<file path="src/hdl/hts_pkg.sv">
// ----------------------------------------------------------------------------
// hts_pkg
// Shared constants, state type and arctangent table for the heading tracker.
// ----------------------------------------------------------------------------
package hts_pkg;

    // configuration port
    localparam int CFG_DATA_W  = 16;
    localparam int CFG_INDEX_W = 2;

    localparam logic [CFG_INDEX_W-1:0] REG_CENTER_X  = 2'd0;
    localparam logic [CFG_INDEX_W-1:0] REG_CENTER_Y  = 2'd1;
    localparam logic [CFG_INDEX_W-1:0] REG_TURN_RATE = 2'd2;

    // field widths
    localparam int CENTER_W = 12;
    localparam int RATE_W   = 16;
    localparam int TICKS_W  = 16;
    localparam int ANGLE_W  = 16;
    localparam int ZACC_W   = 32;

    localparam logic [CENTER_W-1:0] CENTER_X_RST  = 12'd400;
    localparam logic [CENTER_W-1:0] CENTER_Y_RST  = 12'd300;
    localparam logic [RATE_W-1:0]   TURN_RATE_RST = 16'd839;

    // binary angle constants
    localparam logic [ANGLE_W-1:0] HALF_TURN   = 16'h8000;
    localparam logic [ZACC_W-1:0]  Z_HALF_TURN = 32'h8000_0000;
    localparam logic [ZACC_W-1:0]  Z_ROUND     = 32'h0000_8000;

    localparam int OFFSET_FRAC  = 14;
    localparam int RATE_FRAC    = 8;
    localparam int ATAN_ENTRIES = 24;
    localparam int ATAN_IDX_W   = 5;

    typedef enum logic [1:0] {
        BK_IDLE,
        BK_ROTATE,
        BK_SLEW
    } bk_state_t;

    // atan(2^-i) in units of 2^32 per turn
    function automatic logic [ZACC_W-1:0] atan_lut(input logic [ATAN_IDX_W-1:0] idx);
        logic [ZACC_W-1:0] val;
        case (idx)
            5'd0:    val = 32'h2000_0000;
            5'd1:    val = 32'h12E4_051E;
            5'd2:    val = 32'h09FB_385B;
            5'd3:    val = 32'h0511_11D4;
            5'd4:    val = 32'h028B_0D43;
            5'd5:    val = 32'h0145_D7E1;
            5'd6:    val = 32'h00A2_F61E;
            5'd7:    val = 32'h0051_7C55;
            5'd8:    val = 32'h0028_BE53;
            5'd9:    val = 32'h0014_5F2F;
            5'd10:   val = 32'h000A_2F98;
            5'd11:   val = 32'h0005_17CC;
            5'd12:   val = 32'h0002_8BE6;
            5'd13:   val = 32'h0001_45F3;
            5'd14:   val = 32'h0000_A2FA;
            5'd15:   val = 32'h0000_517D;
            5'd16:   val = 32'h0000_28BE;
            5'd17:   val = 32'h0000_145F;
            5'd18:   val = 32'h0000_0A30;
            5'd19:   val = 32'h0000_0518;
            5'd20:   val = 32'h0000_028C;
            5'd21:   val = 32'h0000_0146;
            5'd22:   val = 32'h0000_00A3;
            5'd23:   val = 32'h0000_0051;
            default: val = '0;
        endcase
        return val;
    endfunction

endpackage

</file>
<file path="src/hdl/hts_if.sv">
// ----------------------------------------------------------------------------
// hts_if
// Valid/ready channels of the heading tracker: target requests and results.
// ----------------------------------------------------------------------------
interface hts_req_if
    import hts_pkg::*;
#(
    parameter int COORD_BITS = 12
);
    logic                  valid;
    logic                  ready;
    logic [COORD_BITS-1:0] target_x;
    logic [COORD_BITS-1:0] target_y;
    logic [TICKS_W-1:0]    elapsed_ticks;

    modport source (output valid, output target_x, output target_y,
                    output elapsed_ticks, input ready);
    modport sink   (input valid, input target_x, input target_y,
                    input elapsed_ticks, output ready);
endinterface

interface hts_rsp_if
    import hts_pkg::*;
();
    logic               valid;
    logic               ready;
    logic [ANGLE_W-1:0] heading;
    logic [ANGLE_W-1:0] target_angle;
    logic               on_target;

    modport source (output valid, output heading, output target_angle,
                    output on_target, input ready);
    modport sink   (input valid, input heading, input target_angle,
                    input on_target, output ready);
endinterface

</file>
<file path="src/hdl/hts_front.sv">
// ----------------------------------------------------------------------------
// hts_front
// Config registers, target offset and half-plane fold, turn limit product.
// ----------------------------------------------------------------------------
module hts_front
    import hts_pkg::*;
#(
    parameter int COORD_BITS = 12
)
(
    input  logic                   clk,
    input  logic                   rst_n,
    input  logic                   cfg_we,
    input  logic [CFG_INDEX_W-1:0] cfg_index,
    input  logic [CFG_DATA_W-1:0]  cfg_data,
    hts_req_if.sink                req,
    output logic                   push,
    output logic [2*(COORD_BITS+1)+ANGLE_W+1:0] push_data,
    input  logic                   full
);

    localparam int DW       = COORD_BITS + 1;
    localparam int WIDE_W   = COORD_BITS + CENTER_W;
    localparam int PROD_W   = RATE_W + TICKS_W;
    localparam int SCALED_W = PROD_W - RATE_FRAC;

    logic [CENTER_W-1:0] center_x_reg;
    logic [CENTER_W-1:0] center_y_reg;
    logic [RATE_W-1:0]   turn_rate_reg;

    logic [WIDE_W-1:0]     cx_wide;
    logic [WIDE_W-1:0]     cy_wide;
    logic [COORD_BITS-1:0] cx;
    logic [COORD_BITS-1:0] cy;
    logic signed [DW-1:0]  dx_raw;
    logic signed [DW-1:0]  dy_raw;
    logic signed [DW-1:0]  dx;
    logic signed [DW-1:0]  dy;
    logic                  half;
    logic                  zero;
    logic [PROD_W-1:0]     prod;
    logic [SCALED_W-1:0]   scaled;
    logic [ANGLE_W-1:0]    limit;

    always_ff @(posedge clk or negedge rst_n)
    begin
        if (!rst_n)
        begin
            center_x_reg  <= CENTER_X_RST;
            center_y_reg  <= CENTER_Y_RST;
            turn_rate_reg <= TURN_RATE_RST;
        end
        else if (cfg_we)
        begin
            unique case (cfg_index)
                REG_CENTER_X:  center_x_reg  <= cfg_data[CENTER_W-1:0];
                REG_CENTER_Y:  center_y_reg  <= cfg_data[CENTER_W-1:0];
                REG_TURN_RATE: turn_rate_reg <= cfg_data[RATE_W-1:0];
                default: ;
            endcase
        end
    end

    // center taken modulo the coordinate range
    assign cx_wide = WIDE_W'(center_x_reg);
    assign cy_wide = WIDE_W'(center_y_reg);
    assign cx      = cx_wide[COORD_BITS-1:0];
    assign cy      = cy_wide[COORD_BITS-1:0];

    assign dx_raw = $signed({1'b0, req.target_x}) - $signed({1'b0, cx});
    assign dy_raw = $signed({1'b0, req.target_y}) - $signed({1'b0, cy});

    // fold the left half plane onto the right one, a half turn preloaded
    assign half = dx_raw[DW-1];
    assign zero = (dx_raw == '0) && (dy_raw == '0);
    assign dx   = half ? -dx_raw : dx_raw;
    assign dy   = half ? -dy_raw : dy_raw;

    assign prod   = PROD_W'(turn_rate_reg) * PROD_W'(req.elapsed_ticks);
    assign scaled = prod[PROD_W-1:RATE_FRAC];
    assign limit  = (scaled > SCALED_W'(HALF_TURN)) ? HALF_TURN : scaled[ANGLE_W-1:0];

    assign req.ready = !full;
    assign push      = req.valid && !full;
    assign push_data = {half, zero, limit, dx, dy};

endmodule

</file>
<file path="src/hdl/hts_queue.sv">
// ----------------------------------------------------------------------------
// hts_queue
// Small first-in first-out buffer between the front and the CORDIC back end.
// ----------------------------------------------------------------------------
module hts_queue
    import hts_pkg::*;
#(
    parameter int WIDTH = 8,
    parameter int DEPTH = 2
)
(
    input  logic             clk,
    input  logic             rst_n,
    input  logic             push,
    input  logic [WIDTH-1:0] push_data,
    output logic             full,
    input  logic             pop,
    output logic [WIDTH-1:0] pop_data,
    output logic             empty
);

    localparam int PTR_W = (DEPTH > 1) ? $clog2(DEPTH) : 1;
    localparam int CNT_W = $clog2(DEPTH + 1);

    logic [WIDTH-1:0] slot_reg [DEPTH];
    logic [PTR_W-1:0] wr_ptr_reg;
    logic [PTR_W-1:0] wr_ptr_next;
    logic [PTR_W-1:0] rd_ptr_reg;
    logic [PTR_W-1:0] rd_ptr_next;
    logic [CNT_W-1:0] count_reg;
    logic [CNT_W-1:0] count_next;

    assign full     = (count_reg == CNT_W'(DEPTH));
    assign empty    = (count_reg == '0);
    assign pop_data = slot_reg[rd_ptr_reg];

    always_comb
    begin
        wr_ptr_next = wr_ptr_reg;
        rd_ptr_next = rd_ptr_reg;
        count_next  = count_reg;
        if (push)
        begin
            wr_ptr_next = (wr_ptr_reg == PTR_W'(DEPTH - 1)) ? '0 : wr_ptr_reg + 1'b1;
        end
        if (pop)
        begin
            rd_ptr_next = (rd_ptr_reg == PTR_W'(DEPTH - 1)) ? '0 : rd_ptr_reg + 1'b1;
        end
        case ({push, pop})
            2'b10:   count_next = count_reg + 1'b1;
            2'b01:   count_next = count_reg - 1'b1;
            default: count_next = count_reg;
        endcase
    end

    always_ff @(posedge clk or negedge rst_n)
    begin
        if (!rst_n)
        begin
            wr_ptr_reg <= '0;
            rd_ptr_reg <= '0;
            count_reg  <= '0;
        end
        else
        begin
            wr_ptr_reg <= wr_ptr_next;
            rd_ptr_reg <= rd_ptr_next;
            count_reg  <= count_next;
        end
    end

    always_ff @(posedge clk)
    begin
        if (push)
        begin
            slot_reg[wr_ptr_reg] <= push_data;
        end
    end

endmodule

</file>
<file path="src/hdl/hts_back.sv">
// ----------------------------------------------------------------------------
// hts_back
// Iterative CORDIC vectoring (one step a cycle), slew limit and result beat.
// ----------------------------------------------------------------------------
module hts_back
    import hts_pkg::*;
#(
    parameter int COORD_BITS   = 12,
    parameter int CORDIC_STEPS = 16
)
(
    input  logic                   clk,
    input  logic                   rst_n,
    output logic                   pop,
    input  logic [2*(COORD_BITS+1)+ANGLE_W+1:0] pop_data,
    input  logic                   empty,
    hts_rsp_if.source              rsp
);

    localparam int NSTEP  = (CORDIC_STEPS < ATAN_ENTRIES) ? CORDIC_STEPS : ATAN_ENTRIES;
    localparam int STEP_W = (NSTEP > 1) ? $clog2(NSTEP) : 1;
    localparam int DW     = COORD_BITS + 1;
    // scaled offset times cordic gain and sqrt(2) stays below 2^(COORD_BITS+16)
    localparam int XW     = COORD_BITS + OFFSET_FRAC + 3;

    logic                 cmd_half;
    logic                 cmd_zero;
    logic [ANGLE_W-1:0]   cmd_limit;
    logic signed [DW-1:0] cmd_dx;
    logic signed [DW-1:0] cmd_dy;

    bk_state_t            state_reg;
    bk_state_t            state_next;
    logic [STEP_W-1:0]    step_reg;
    logic [STEP_W-1:0]    step_next;
    logic signed [XW-1:0] x_reg;
    logic signed [XW-1:0] x_next;
    logic signed [XW-1:0] y_reg;
    logic signed [XW-1:0] y_next;
    logic [ZACC_W-1:0]    z_reg;
    logic [ZACC_W-1:0]    z_next;
    logic                 zero_reg;
    logic                 zero_next;
    logic [ANGLE_W-1:0]   limit_reg;
    logic [ANGLE_W-1:0]   limit_next;
    logic [ANGLE_W-1:0]   heading_reg;
    logic [ANGLE_W-1:0]   heading_next;
    logic                 out_valid_reg;
    logic                 out_valid_next;
    logic [ANGLE_W-1:0]   out_heading_reg;
    logic [ANGLE_W-1:0]   out_heading_next;
    logic [ANGLE_W-1:0]   out_target_reg;
    logic [ANGLE_W-1:0]   out_target_next;
    logic                 out_on_target_reg;
    logic                 out_on_target_next;

    logic signed [XW-1:0] xs;
    logic signed [XW-1:0] ys;
    logic [ZACC_W-1:0]    atan_val;
    logic [ZACC_W-1:0]    z_round;
    logic [ANGLE_W-1:0]   target;
    logic [ANGLE_W-1:0]   diff;
    logic [ANGLE_W-1:0]   back_diff;
    logic [ANGLE_W-1:0]   fwd_step;
    logic [ANGLE_W-1:0]   back_step;
    logic [ANGLE_W-1:0]   new_heading;
    logic                 load;

    assign {cmd_half, cmd_zero, cmd_limit, cmd_dx, cmd_dy} = pop_data;

    // arithmetic shift rounds toward minus infinity
    assign xs       = x_reg >>> step_reg;
    assign ys       = y_reg >>> step_reg;
    assign atan_val = atan_lut(ATAN_IDX_W'(step_reg));

    assign z_round = z_reg + Z_ROUND;
    assign target  = zero_reg ? '0 : z_round[ZACC_W-1:ZACC_W-ANGLE_W];

    // shorter way round, exact half turn goes positive
    assign diff        = target - heading_reg;
    assign back_diff   = '0 - diff;
    assign fwd_step    = (diff < limit_reg) ? diff : limit_reg;
    assign back_step   = (back_diff < limit_reg) ? back_diff : limit_reg;
    assign new_heading = (diff <= HALF_TURN) ? heading_reg + fwd_step
                                             : heading_reg - back_step;

    always_comb
    begin
        state_next         = state_reg;
        step_next          = step_reg;
        x_next             = x_reg;
        y_next             = y_reg;
        z_next             = z_reg;
        zero_next          = zero_reg;
        limit_next         = limit_reg;
        heading_next       = heading_reg;
        out_valid_next     = out_valid_reg;
        out_heading_next   = out_heading_reg;
        out_target_next    = out_target_reg;
        out_on_target_next = out_on_target_reg;
        pop                = 1'b0;
        load               = 1'b0;

        if (out_valid_reg && rsp.ready)
        begin
            out_valid_next = 1'b0;
        end

        unique case (state_reg)
            BK_IDLE:
            begin
                if (!empty)
                begin
                    pop        = 1'b1;
                    x_next     = XW'(cmd_dx) <<< OFFSET_FRAC;
                    y_next     = XW'(cmd_dy) <<< OFFSET_FRAC;
                    z_next     = cmd_half ? Z_HALF_TURN : '0;
                    zero_next  = cmd_zero;
                    limit_next = cmd_limit;
                    step_next  = '0;
                    state_next = BK_ROTATE;
                end
            end
            BK_ROTATE:
            begin
                if (y_reg > 0)
                begin
                    x_next = x_reg + ys;
                    y_next = y_reg - xs;
                    z_next = z_reg + atan_val;
                end
                else
                begin
                    x_next = x_reg - ys;
                    y_next = y_reg + xs;
                    z_next = z_reg - atan_val;
                end
                if (step_reg == STEP_W'(NSTEP - 1))
                begin
                    state_next = BK_SLEW;
                end
                else
                begin
                    step_next = step_reg + 1'b1;
                end
            end
            BK_SLEW:
            begin
                // output register free or emptied this cycle
                if (!out_valid_reg || rsp.ready)
                begin
                    load               = 1'b1;
                    heading_next       = new_heading;
                    out_valid_next     = 1'b1;
                    out_heading_next   = new_heading;
                    out_target_next    = target;
                    out_on_target_next = (new_heading == target);
                    state_next         = BK_IDLE;
                end
            end
            default:
            begin
                state_next = BK_IDLE;
            end
        endcase
    end

    always_ff @(posedge clk or negedge rst_n)
    begin
        if (!rst_n)
        begin
            state_reg     <= BK_IDLE;
            step_reg      <= '0;
            heading_reg   <= '0;
            out_valid_reg <= 1'b0;
        end
        else
        begin
            state_reg     <= state_next;
            step_reg      <= step_next;
            heading_reg   <= heading_next;
            out_valid_reg <= out_valid_next;
        end
    end

    always_ff @(posedge clk)
    begin
        x_reg             <= x_next;
        y_reg             <= y_next;
        z_reg             <= z_next;
        zero_reg          <= zero_next;
        limit_reg         <= limit_next;
        out_heading_reg   <= out_heading_next;
        out_target_reg    <= out_target_next;
        out_on_target_reg <= out_on_target_next;
    end

    assign rsp.valid        = out_valid_reg;
    assign rsp.heading      = out_heading_reg;
    assign rsp.target_angle = out_target_reg;
    assign rsp.on_target    = out_on_target_reg;

    a_step_range: assert property (@(posedge clk) disable iff (!rst_n)
        (state_reg == BK_ROTATE) |-> (step_reg <= STEP_W'(NSTEP - 1)))
        else $error("cordic step counter past last iteration");

    a_pop_nonempty: assert property (@(posedge clk) disable iff (!rst_n)
        pop |-> !empty)
        else $error("pop from empty queue");

    a_heading_hold: assert property (@(posedge clk) disable iff (!rst_n)
        (state_reg != BK_SLEW) |=> $stable(heading_reg))
        else $error("heading moved outside slew step");

    a_load_valid: assert property (@(posedge clk) disable iff (!rst_n)
        load |=> (rsp.valid && (rsp.heading == heading_reg)))
        else $error("result beat missing after slew");

endmodule

</file>
<file path="src/hdl/heading_tracker_slew_limited_top.sv">
// ----------------------------------------------------------------------------
// heading_tracker_slew_limited_top
// Each request beat gives a target point and elapsed ticks; the block finds
// the target direction by CORDIC atan2 about the configured center and turns
// its stored heading toward it, the shorter way, by at most turn_rate times
// elapsed_ticks (8 fractional bits dropped, capped at a half turn). Angles are
// 65536 units per turn. One result beat per request. For each item the back
// end takes it from the queue, runs the CORDIC iterations one per cycle in
// the single shift-add unit, and then does the slew update into the output
// register, waiting while that register still holds an unaccepted result. The
// front takes a request in the cycle it arrives unless the queue is full, and
// buffers up to two more while the back end works; the back end takes no new
// item until it is through with the last one.
// ----------------------------------------------------------------------------
module heading_tracker_slew_limited_top
    import hts_pkg::*;
#(
    parameter int COORD_BITS   = 12,
    parameter int CORDIC_STEPS = 16
)
(
    input  logic                   clk,
    input  logic                   rst_n,
    input  logic                   cfg_we,
    input  logic [CFG_INDEX_W-1:0] cfg_index,
    input  logic [CFG_DATA_W-1:0]  cfg_data,
    hts_req_if.sink                req,
    hts_rsp_if.source              rsp
);

    localparam int CMD_W       = 2 * (COORD_BITS + 1) + ANGLE_W + 2;
    localparam int QUEUE_DEPTH = 2;

    logic             push;
    logic [CMD_W-1:0] push_data;
    logic             full;
    logic             pop;
    logic [CMD_W-1:0] pop_data;
    logic             empty;

    hts_front #(
        .COORD_BITS (COORD_BITS)
    ) u_front (
        .clk       (clk),
        .rst_n     (rst_n),
        .cfg_we    (cfg_we),
        .cfg_index (cfg_index),
        .cfg_data  (cfg_data),
        .req       (req),
        .push      (push),
        .push_data (push_data),
        .full      (full)
    );

    hts_queue #(
        .WIDTH (CMD_W),
        .DEPTH (QUEUE_DEPTH)
    ) u_queue (
        .clk       (clk),
        .rst_n     (rst_n),
        .push      (push),
        .push_data (push_data),
        .full      (full),
        .pop       (pop),
        .pop_data  (pop_data),
        .empty     (empty)
    );

    hts_back #(
        .COORD_BITS   (COORD_BITS),
        .CORDIC_STEPS (CORDIC_STEPS)
    ) u_back (
        .clk      (clk),
        .rst_n    (rst_n),
        .pop      (pop),
        .pop_data (pop_data),
        .empty    (empty),
        .rsp      (rsp)
    );

endmodule

</file>
<file path="src/flat_wrapper.sv">
// flat-port wrapper written by rule: the top's interface ports become plain ports
module heading_tracker_slew_limited_top_flat import hts_pkg::*;
#(
    parameter int COORD_BITS   = 12,
    parameter int CORDIC_STEPS = 16
)
  (clk, rst_n, cfg_we, cfg_index, cfg_data, req_valid, req_target_x, req_target_y, req_elapsed_ticks, req_ready, rsp_valid, rsp_heading, rsp_target_angle, rsp_on_target, rsp_ready);
  hts_req_if #(.COORD_BITS(COORD_BITS)) req_i ();
  hts_rsp_if rsp_i ();
  input  logic clk;
  input  logic rst_n;
  input  logic cfg_we;
  input  logic [CFG_INDEX_W-1:0] cfg_index;
  input  logic [CFG_DATA_W-1:0] cfg_data;
  input wire logic [$bits(req_i.valid)-1:0] req_valid;
  input wire logic [$bits(req_i.target_x)-1:0] req_target_x;
  input wire logic [$bits(req_i.target_y)-1:0] req_target_y;
  input wire logic [$bits(req_i.elapsed_ticks)-1:0] req_elapsed_ticks;
  output wire logic [$bits(req_i.ready)-1:0] req_ready;
  output wire logic [$bits(rsp_i.valid)-1:0] rsp_valid;
  output wire logic [$bits(rsp_i.heading)-1:0] rsp_heading;
  output wire logic [$bits(rsp_i.target_angle)-1:0] rsp_target_angle;
  output wire logic [$bits(rsp_i.on_target)-1:0] rsp_on_target;
  input wire logic [$bits(rsp_i.ready)-1:0] rsp_ready;
  assign req_i.valid = req_valid;
  assign req_i.target_x = req_target_x;
  assign req_i.target_y = req_target_y;
  assign req_i.elapsed_ticks = req_elapsed_ticks;
  assign req_ready = req_i.ready;
  assign rsp_valid = rsp_i.valid;
  assign rsp_heading = rsp_i.heading;
  assign rsp_target_angle = rsp_i.target_angle;
  assign rsp_on_target = rsp_i.on_target;
  assign rsp_i.ready = rsp_ready;
  heading_tracker_slew_limited_top #(.COORD_BITS(COORD_BITS), .CORDIC_STEPS(CORDIC_STEPS)) u_core (.clk(clk), .rst_n(rst_n), .cfg_we(cfg_we), .cfg_index(cfg_index), .cfg_data(cfg_data), .req(req_i), .rsp(rsp_i));
endmodule
</file>
<file path="config.mk">
export PLATFORM = sky130hd
export DESIGN_NAME = heading_tracker_slew_limited_top_flat
export DESIGN_NICKNAME = d
export VERILOG_FILES = /design/src/hdl/hts_pkg.sv /design/src/hdl/hts_if.sv /design/src/hdl/hts_front.sv /design/src/hdl/hts_queue.sv /design/src/hdl/hts_back.sv /design/src/hdl/heading_tracker_slew_limited_top.sv /design/src/flat_wrapper.sv
export SDC_FILE = /design/constraint.sdc
export NUM_CORES = 2
export LEC_CHECK = 0
export BUFFER_PORTS_ARGS = -buffer_cell sky130_fd_sc_hd__buf_4
export CORE_MARGIN = 4
export CORE_UTILIZATION = 45
export CTS_CLUSTER_DIAMETER = 30
export DETAILED_ROUTE_END_ITERATION = 10
export PLACE_DENSITY = 0.67
export REMOVE_ABC_BUFFERS = 1
export SLEW_MARGIN = 20
export SYNTH_ARGS = -nofsm -noshare
export SYNTH_HDL_FRONTEND = slang
export SYNTH_HIERARCHICAL = 1
export SYNTH_SLANG_ARGS = --single-unit
</file>
<file path="constraint.sdc">
create_clock -name clk -period 9.8 [get_ports clk]
set_input_delay 1.47 -clock clk [delete_from_list [all_inputs] [get_ports clk]]
set_output_delay 1.47 -clock clk [all_outputs]
set_load 0.05 [all_outputs]
</file>
Yosys cells after proc, flatten, opt, wreduce, memory -nomap -nowiden
Memory sizes are Yosys's and may differ from the RTL's.
Index checks and enable logic that the tools add are counted.
{"block": "totals", "inputBits": 63, "ramBits": 88, "word_cells": 117, "n_memories": 2, "output_inout_bits": 35, "reg_bits": 207, "rom_bits": 480}
{"memory": "(name not given)", "depth": 16, "width": 30, "rd": 1, "rd_clocked_by_memory_dff": 0, "write_ports": 0, "line": "hts_pkg.sv:45", "rtl": "case (idx)"}
{"memory": "u_core.u_queue.slot_reg", "depth": 2, "width": 44, "rd": 1, "rd_clocked_by_memory_dff": 0, "write_ports": 1, "line": "hts_queue.sv:25", "rtl": "logic [WIDTH-1:0] slot_reg [DEPTH];"}
{"block": "classes", "reduce_logical": 21, "n_bitwise": 1, "mul": 1, "mux": 34, "eq_ne": 13, "magnitude_cmp": 5, "addsub": 20, "n_shift": 2}
{"operator": "$mux 29", "n": 4}
{"operator": "$pmux 29 s2", "n": 2}
{"operator": "$mux 32", "n": 3}
{"operator": "$mux 16", "n": 5}
{"operator": "$pmux 32 s2", "n": 1}
{"operator": "$add 29x29->29", "n": 2}
{"operator": "$sshr 29x4->29", "n": 2}
{"operator": "$sub 29x29->29", "n": 2}
{"operator": "$add 32x16->32 const B", "n": 1}
{"operator": "$add 32x32->32", "n": 1}
{"operator": "$lt 16x16->1", "n": 2}
{"operator": "$mul 16x16->32", "n": 1}
{"operator": "$sub 16x16->16", "n": 2}
{"operator": "$sub 32x32->32", "n": 1}
{"operator": "$gt 29x1->1 const B", "n": 1}
{"operator": "$logic_not 13->1", "n": 2}
{"operator": "$mux 13", "n": 2}
{"operator": "$neg 13->13", "n": 2}
{"operator": "$sub 12x12->13", "n": 2}
{"operator": "$gt 24x16->1 const B", "n": 1}
{"operator": "$add 16x16->16", "n": 1}
{"operator": "$eq 16x16->1", "n": 1}
{"operator": "$le 16x16->1 const B", "n": 1}
{"operator": "$sub 1x16->16 const A", "n": 1}
{"operator": "other kinds (22)", "n": 54}

Depth between registers and ports, before layout
{"block": "depth", "word_depth": 9, "ltp_mapped": 46, "depth_no_buf": 43}

Modules after synthesis
Netlist, hierarchy kept.
{"mod": "hts_back", "area_per_inst_um2": 18312.6, "seq_area_each_um2": 4779.6, "instances": 1, "cells_each": 2139}
{"mod": "hts_front", "area_per_inst_um2": 12115.4, "seq_area_each_um2": 1017.2, "instances": 1, "cells_each": 1411}
{"mod": "hts_queue", "area_per_inst_um2": 3559.7, "seq_area_each_um2": 2742.6, "instances": 1, "cells_each": 153}

Worst setup path before layout
Ideal clock, no wire load.
{"block": "synth_timing", "kind": "flip-flop to flip-flop", "start": "register u_core.u_back.z_reg[15]", "end": "register u_core.u_back.out_on_target_reg (netlist: u_core/u_back/rsp.on_target) (data pin)", "stages_incl_launch_ff": 39, "path_buffers": 4, "setup_ps": 146, "period_less_slack_ps": 8505, "required_ps": 9654, "slack_ps": 1295, "arrival_time_ps": 8359, "cell_sequence": "edfxtp_1 ha_1 xnor2_1 nor2_1 fa_1 clkbuf_2 or3b_2 mux2i_1 or4_1 o211ai_1 a211o_1 or3_1 buf_4 nor4_2 xnor2_1 ha_1 a2111oi_0 o21a_1 [3 not listed] nor2_1 a211oi_1 or2_2 ha_1 a21o_1 a21oi_1 o21ai_0 a21oi_1 o21ai_0 a31o_2 a31o_2 a211oi_1 o21bai_1 a21oi_1 xnor2_1 nor3_1 or3_1 a21oi_1"}
{"block": "synth_between", "elab_chain_cells": 9, "elab_cells_between_ends": 13, "classes_between": "add/sub: 5; order compare: 3; eq/ne: 1; mux: 4"}
{"item": "from (decl)", "line": "hts_back.sv:40", "rtl": "logic [ZACC_W-1:0] z_reg;"}
{"item": "from (signal assigned)", "line": "hts_back.sv:190", "rtl": "z_reg <= z_next;"}
{"item": "$add 32x16->32 (*)", "line": "hts_back.sv:76", "rtl": "assign z_round = z_reg + Z_ROUND;"}
{"item": "$mux 16 (*)", "line": "hts_back.sv:77", "rtl": "assign target = zero_reg ? '0 : z_round[ZACC_W-1:ZACC_W-ANGLE_W];"}
{"item": "named net u_core.u_back.target[1]", "line": "hts_back.sv:61", "rtl": "logic [ANGLE_W-1:0] target;"}
{"item": "$sub 16x16->16", "line": "hts_back.sv:80", "rtl": "assign diff = target - heading_reg;"}
{"item": "$sub 1x16->16", "line": "hts_back.sv:81", "rtl": "assign back_diff = '0 - diff;"}
{"item": "$lt 16x16->1", "line": "hts_back.sv:83", "rtl": "assign back_step = (back_diff < limit_reg) ? back_diff : limit_reg;"}
{"item": "$mux 16", "line": "hts_back.sv:83"}
{"item": "$sub 16x16->16", "line": "hts_back.sv:85", "rtl": ": heading_reg - back_step;"}
{"item": "$mux 16", "line": "hts_back.sv:84", "rtl": "assign new_heading = (diff <= HALF_TURN) ? heading_reg + fwd_step"}
{"item": "$eq 16x16->1 (*)", "line": "hts_back.sv:157", "rtl": "out_on_target_next = (new_heading == target);"}
{"item": "to (signal assigned)", "line": "hts_back.sv:195", "rtl": "out_on_target_reg <= out_on_target_next;"}
{"item": "to (decl)", "line": "hts_back.sv:54", "rtl": "logic out_on_target_reg;"}
Mark *: on every way through the listed nets, which the timed path passes. The rest lies on a longest branch.
A chain may end at the register's enable or synchronous reset.

Worst setup path in the final report
Same ends and word-level chain as after synthesis.

==> metrics.md <==
| Metric | Value |
|---|---|
| Drt first pass iters | 5 |
| Via count normalized by instance count | 5.66 |
| Synthesis-stage register bit count | 295 |
| Result of the run | finished clean |
| Max reg flops | 88 |
| Post-layout minimum cycle time | 9160 ps |
| Share of flip-flops with an asynchronous set or reset after synthesis | 22.7% |
| Top FF cell, synth | sky130_fd_sc_hd__edfxtp_1 |
| Die boundary width | 283 µm |
| Proportion of layout cells with a drive suffix above 1 | 12.3% |
| GPL Wtd Cong | 0.893 |
| Reg2Reg Depth | 34 |
| GRT Resource Usage Total | around a fifth |
| Number of top-level pins | 98 |
| Post-synthesis cell count | ~3,700 |
| CTS root buffer | sky130_fd_sc_hd__clkbuf_16 |
| Number of nets with antenna violations after routing | 0 |
| FF-to-FF End | u_core/u_back/rsp.on_target |
| Worst slew margin relative to its limit | 38.2% |
| Max-slew violation count | 0 |
| Setup TNS after final layout | 0 ps |
| Average routed wire per standard cell | 17.8 µm |
| CTS hold repair buffers | 0 |
| Hold path depth | 1 |
| Antenna violations before repair | 1 |
| Largest net degree at the start of global routing | 88 |
| Final antenna diode count | 0 |
| Required time of the critical path | about 10,000 ps |
| Endpoint kind of the worst setup timing path | register |
| Share of the cycle needed by the critical path after routing | 93.5% |
| Class of the most critical hold timing path | reg2reg |
| CP arrival | roughly 9600 ps |
| Clock tree from TritonCTS | yes |
| Deepest clock path buffer count | 3 |
| Die Span Y | approximately 280 µm |
| Mean area per synthesized cell | 9.18 µm² |
| Sequential cell area fraction in the yosys report | 25.1% |
| Peak Freq | 109 MHz |
| Largest fanout on the critical path | 9 |
| Number of distinct library cells after synthesis | 94 |
| Sinks on the clock net | a little under 300 |
| Hold violation total from the final report | 0 |
| Worst reg-to-reg setup slack | ~640 ps |
| CP dominant cell by count | sky130_fd_sc_hd__a21oi_1 |
| Total setup violations reported at the end of the flow | 0 |
| Number of I/O port buffers | 97 |
| Worst setup skew after layout | 25.9 ps |
| Total clock buffers created by CTS | 71 |
| Post-route DRC | 0 |
| Total Die Area | 80,000 µm² |
| Core Box Area | approximately 75,000 µm² |
| Wire length of the first global-routing pass | 139,000 µm |
| Critical path class | reg2reg |
| Standard-cell row count | 100 |
| First-iteration detailed-routing DRC count | 1,778 |
| Routed WL | 84,900 µm |
| Unrepaired setup endpoints after global routing | false |
| Clock latency on the worst-skew pair | 610 ps |
| Starting utilization of the core area | 45.5% |
| Post-DP HPWL | 64,800 µm |
| Worst-path clk slew | around 50 ps |
| Worst reg2reg startpoint | u_core/u_back/z_reg[15] |
| Final-stage net count | 4,298 |
| Pin slew with the least headroom to its limit | roughly 900 ps |
| Number of flops mapped to enable cells by yosys | roughly 230 |
| Largest incremental delay on the critical path | 530 ps |
| Via count of the first global-routing pass | roughly 26,000 |
| Reported max-cap violation count | 0 |
| Highest-count cells in the layout ignoring fill and taps | sky130_fd_sc_hd__nand2_1, sky130_fd_sc_hd__inv_1, sky130_fd_sc_hd__ha_1 |
| Via total after detailed routing | 27,100 |
| Total gr overflow | 0 |
| Category of the worst setup path launch point | register |
| End point of the most critical hold path | u_core/u_front/center_y_reg[9] |
| Depth of the CTS H-tree | 3 |
| Commonest non-fill, non-tap cell in the layout | sky130_fd_sc_hd__nand2_1 |
| Hold Path Origin | u_core/u_front/center_y_reg[9] |
| Yosys synthesis warning count | 6 |
| Area overhead of the layout relative to synthesis | 12.1% |
| Summed instance area of the synthesized netlist | around 34,000 µm² |
| Critical-path top delay cell | sky130_fd_sc_hd__or3_1 |
metrics by stage:
stage / hold WS (ps) / cells / utilization [%] / instance area [µm²] / worst slack (ps)
floorplan: 456 / 3551 / - / 33300 / 1470
global placement: 476 / 4641 / 47.5 / 35400 / 648
detailed placement: 492 / 4641 / 47.5 / 35500 / 499
CTS: 504 / 4773 / 50.9 / 38000 / 462
global route: 512 / 4776 / 51.0 / 38100 / 4.58
finish: 501 / 4776 / 51.0 / 38100 / 639
cell usage after synthesis (all sizes together), types with 55 or more instances:
master  instances  area [µm²]
o21ai         232        1160
a21oi         203        1020
ha            287        3590
and2          149         932
xnor2         166        1450
inv           380        1430
nor2          248         931
xor2          117        1020
mux2i          61         614
nand3          66         335
a21o           55         413
mux2           93        1190
edfxtp        228        6850
nand2         392        1470
clkbuf        112         423
fa            200        4000
what timing repair did:
action,CTS,global route
resized for setup,0,9
setup buffers,0,3
setup endpoints to repair,0,4
metal layers:
layer  wire [µm]  vias up  track usage [%]
li1            -    13000                -
met1       40000    13100             30.3
met2       38000      771             33.7
met3        4820      137             3.09
met4        2130        0             5.97
met5           0        -                0
worst max path at each step:
stage | slack [ps] | endpoint | start | cells after the start
after detailed placement | 500 | u_core/u_back/heading_reg[15] | u_core/u_back/z_reg[15] | 34
final | 640 | u_core/u_back/rsp.on_target | u_core/u_back/z_reg[15] | 34
after global placement | 650 | u_core/u_back/rsp.on_target | u_core/u_back/z_reg[17] | 37
after floorplan | 1470 | u_core/u_back/rsp.on_target | u_core/u_back/z_reg[15] | 34
after global routing | 5 | u_core/u_back/rsp.on_target | u_core/u_back/z_reg[15] | 34
after CTS | 460 | u_core/u_back/rsp.on_target | u_core/u_back/z_reg[15] | 34
critical path: cells and delay by family (launching register included):
family | cells | cell delay, ps
fa+ha+maj | 4 | 1250
compound gates | 16 | 3500
flops | 1 | 420
simple gates | 10 | 2900
xor+xnor | 3 | 590
mux | 1 | 330
logic make-up after synthesis:
family	count (synthesis)	synth area share, %
simple gates	1128	16.1
compound gates	772	14.3
buf+inv	535	6.31
fa+ha+maj	488	22.4
flops	295	25.1
xor+xnor	283	7.29
mux	202	8.50
area by class of cell:
class                   instances  area, µm²
clock buffers                  82       1870
flip-flops and latches        295       8550
fillers                      6861      36600
multi-input cells            2873      23400
clock inverters                50        726
well taps                     969       1210
inverters                     383       1440
repair buffers                124        931
Power is left out: the tool's default activity adds up to more than one toggle a clock period on the data nets, which glitch-free logic cannot reach.
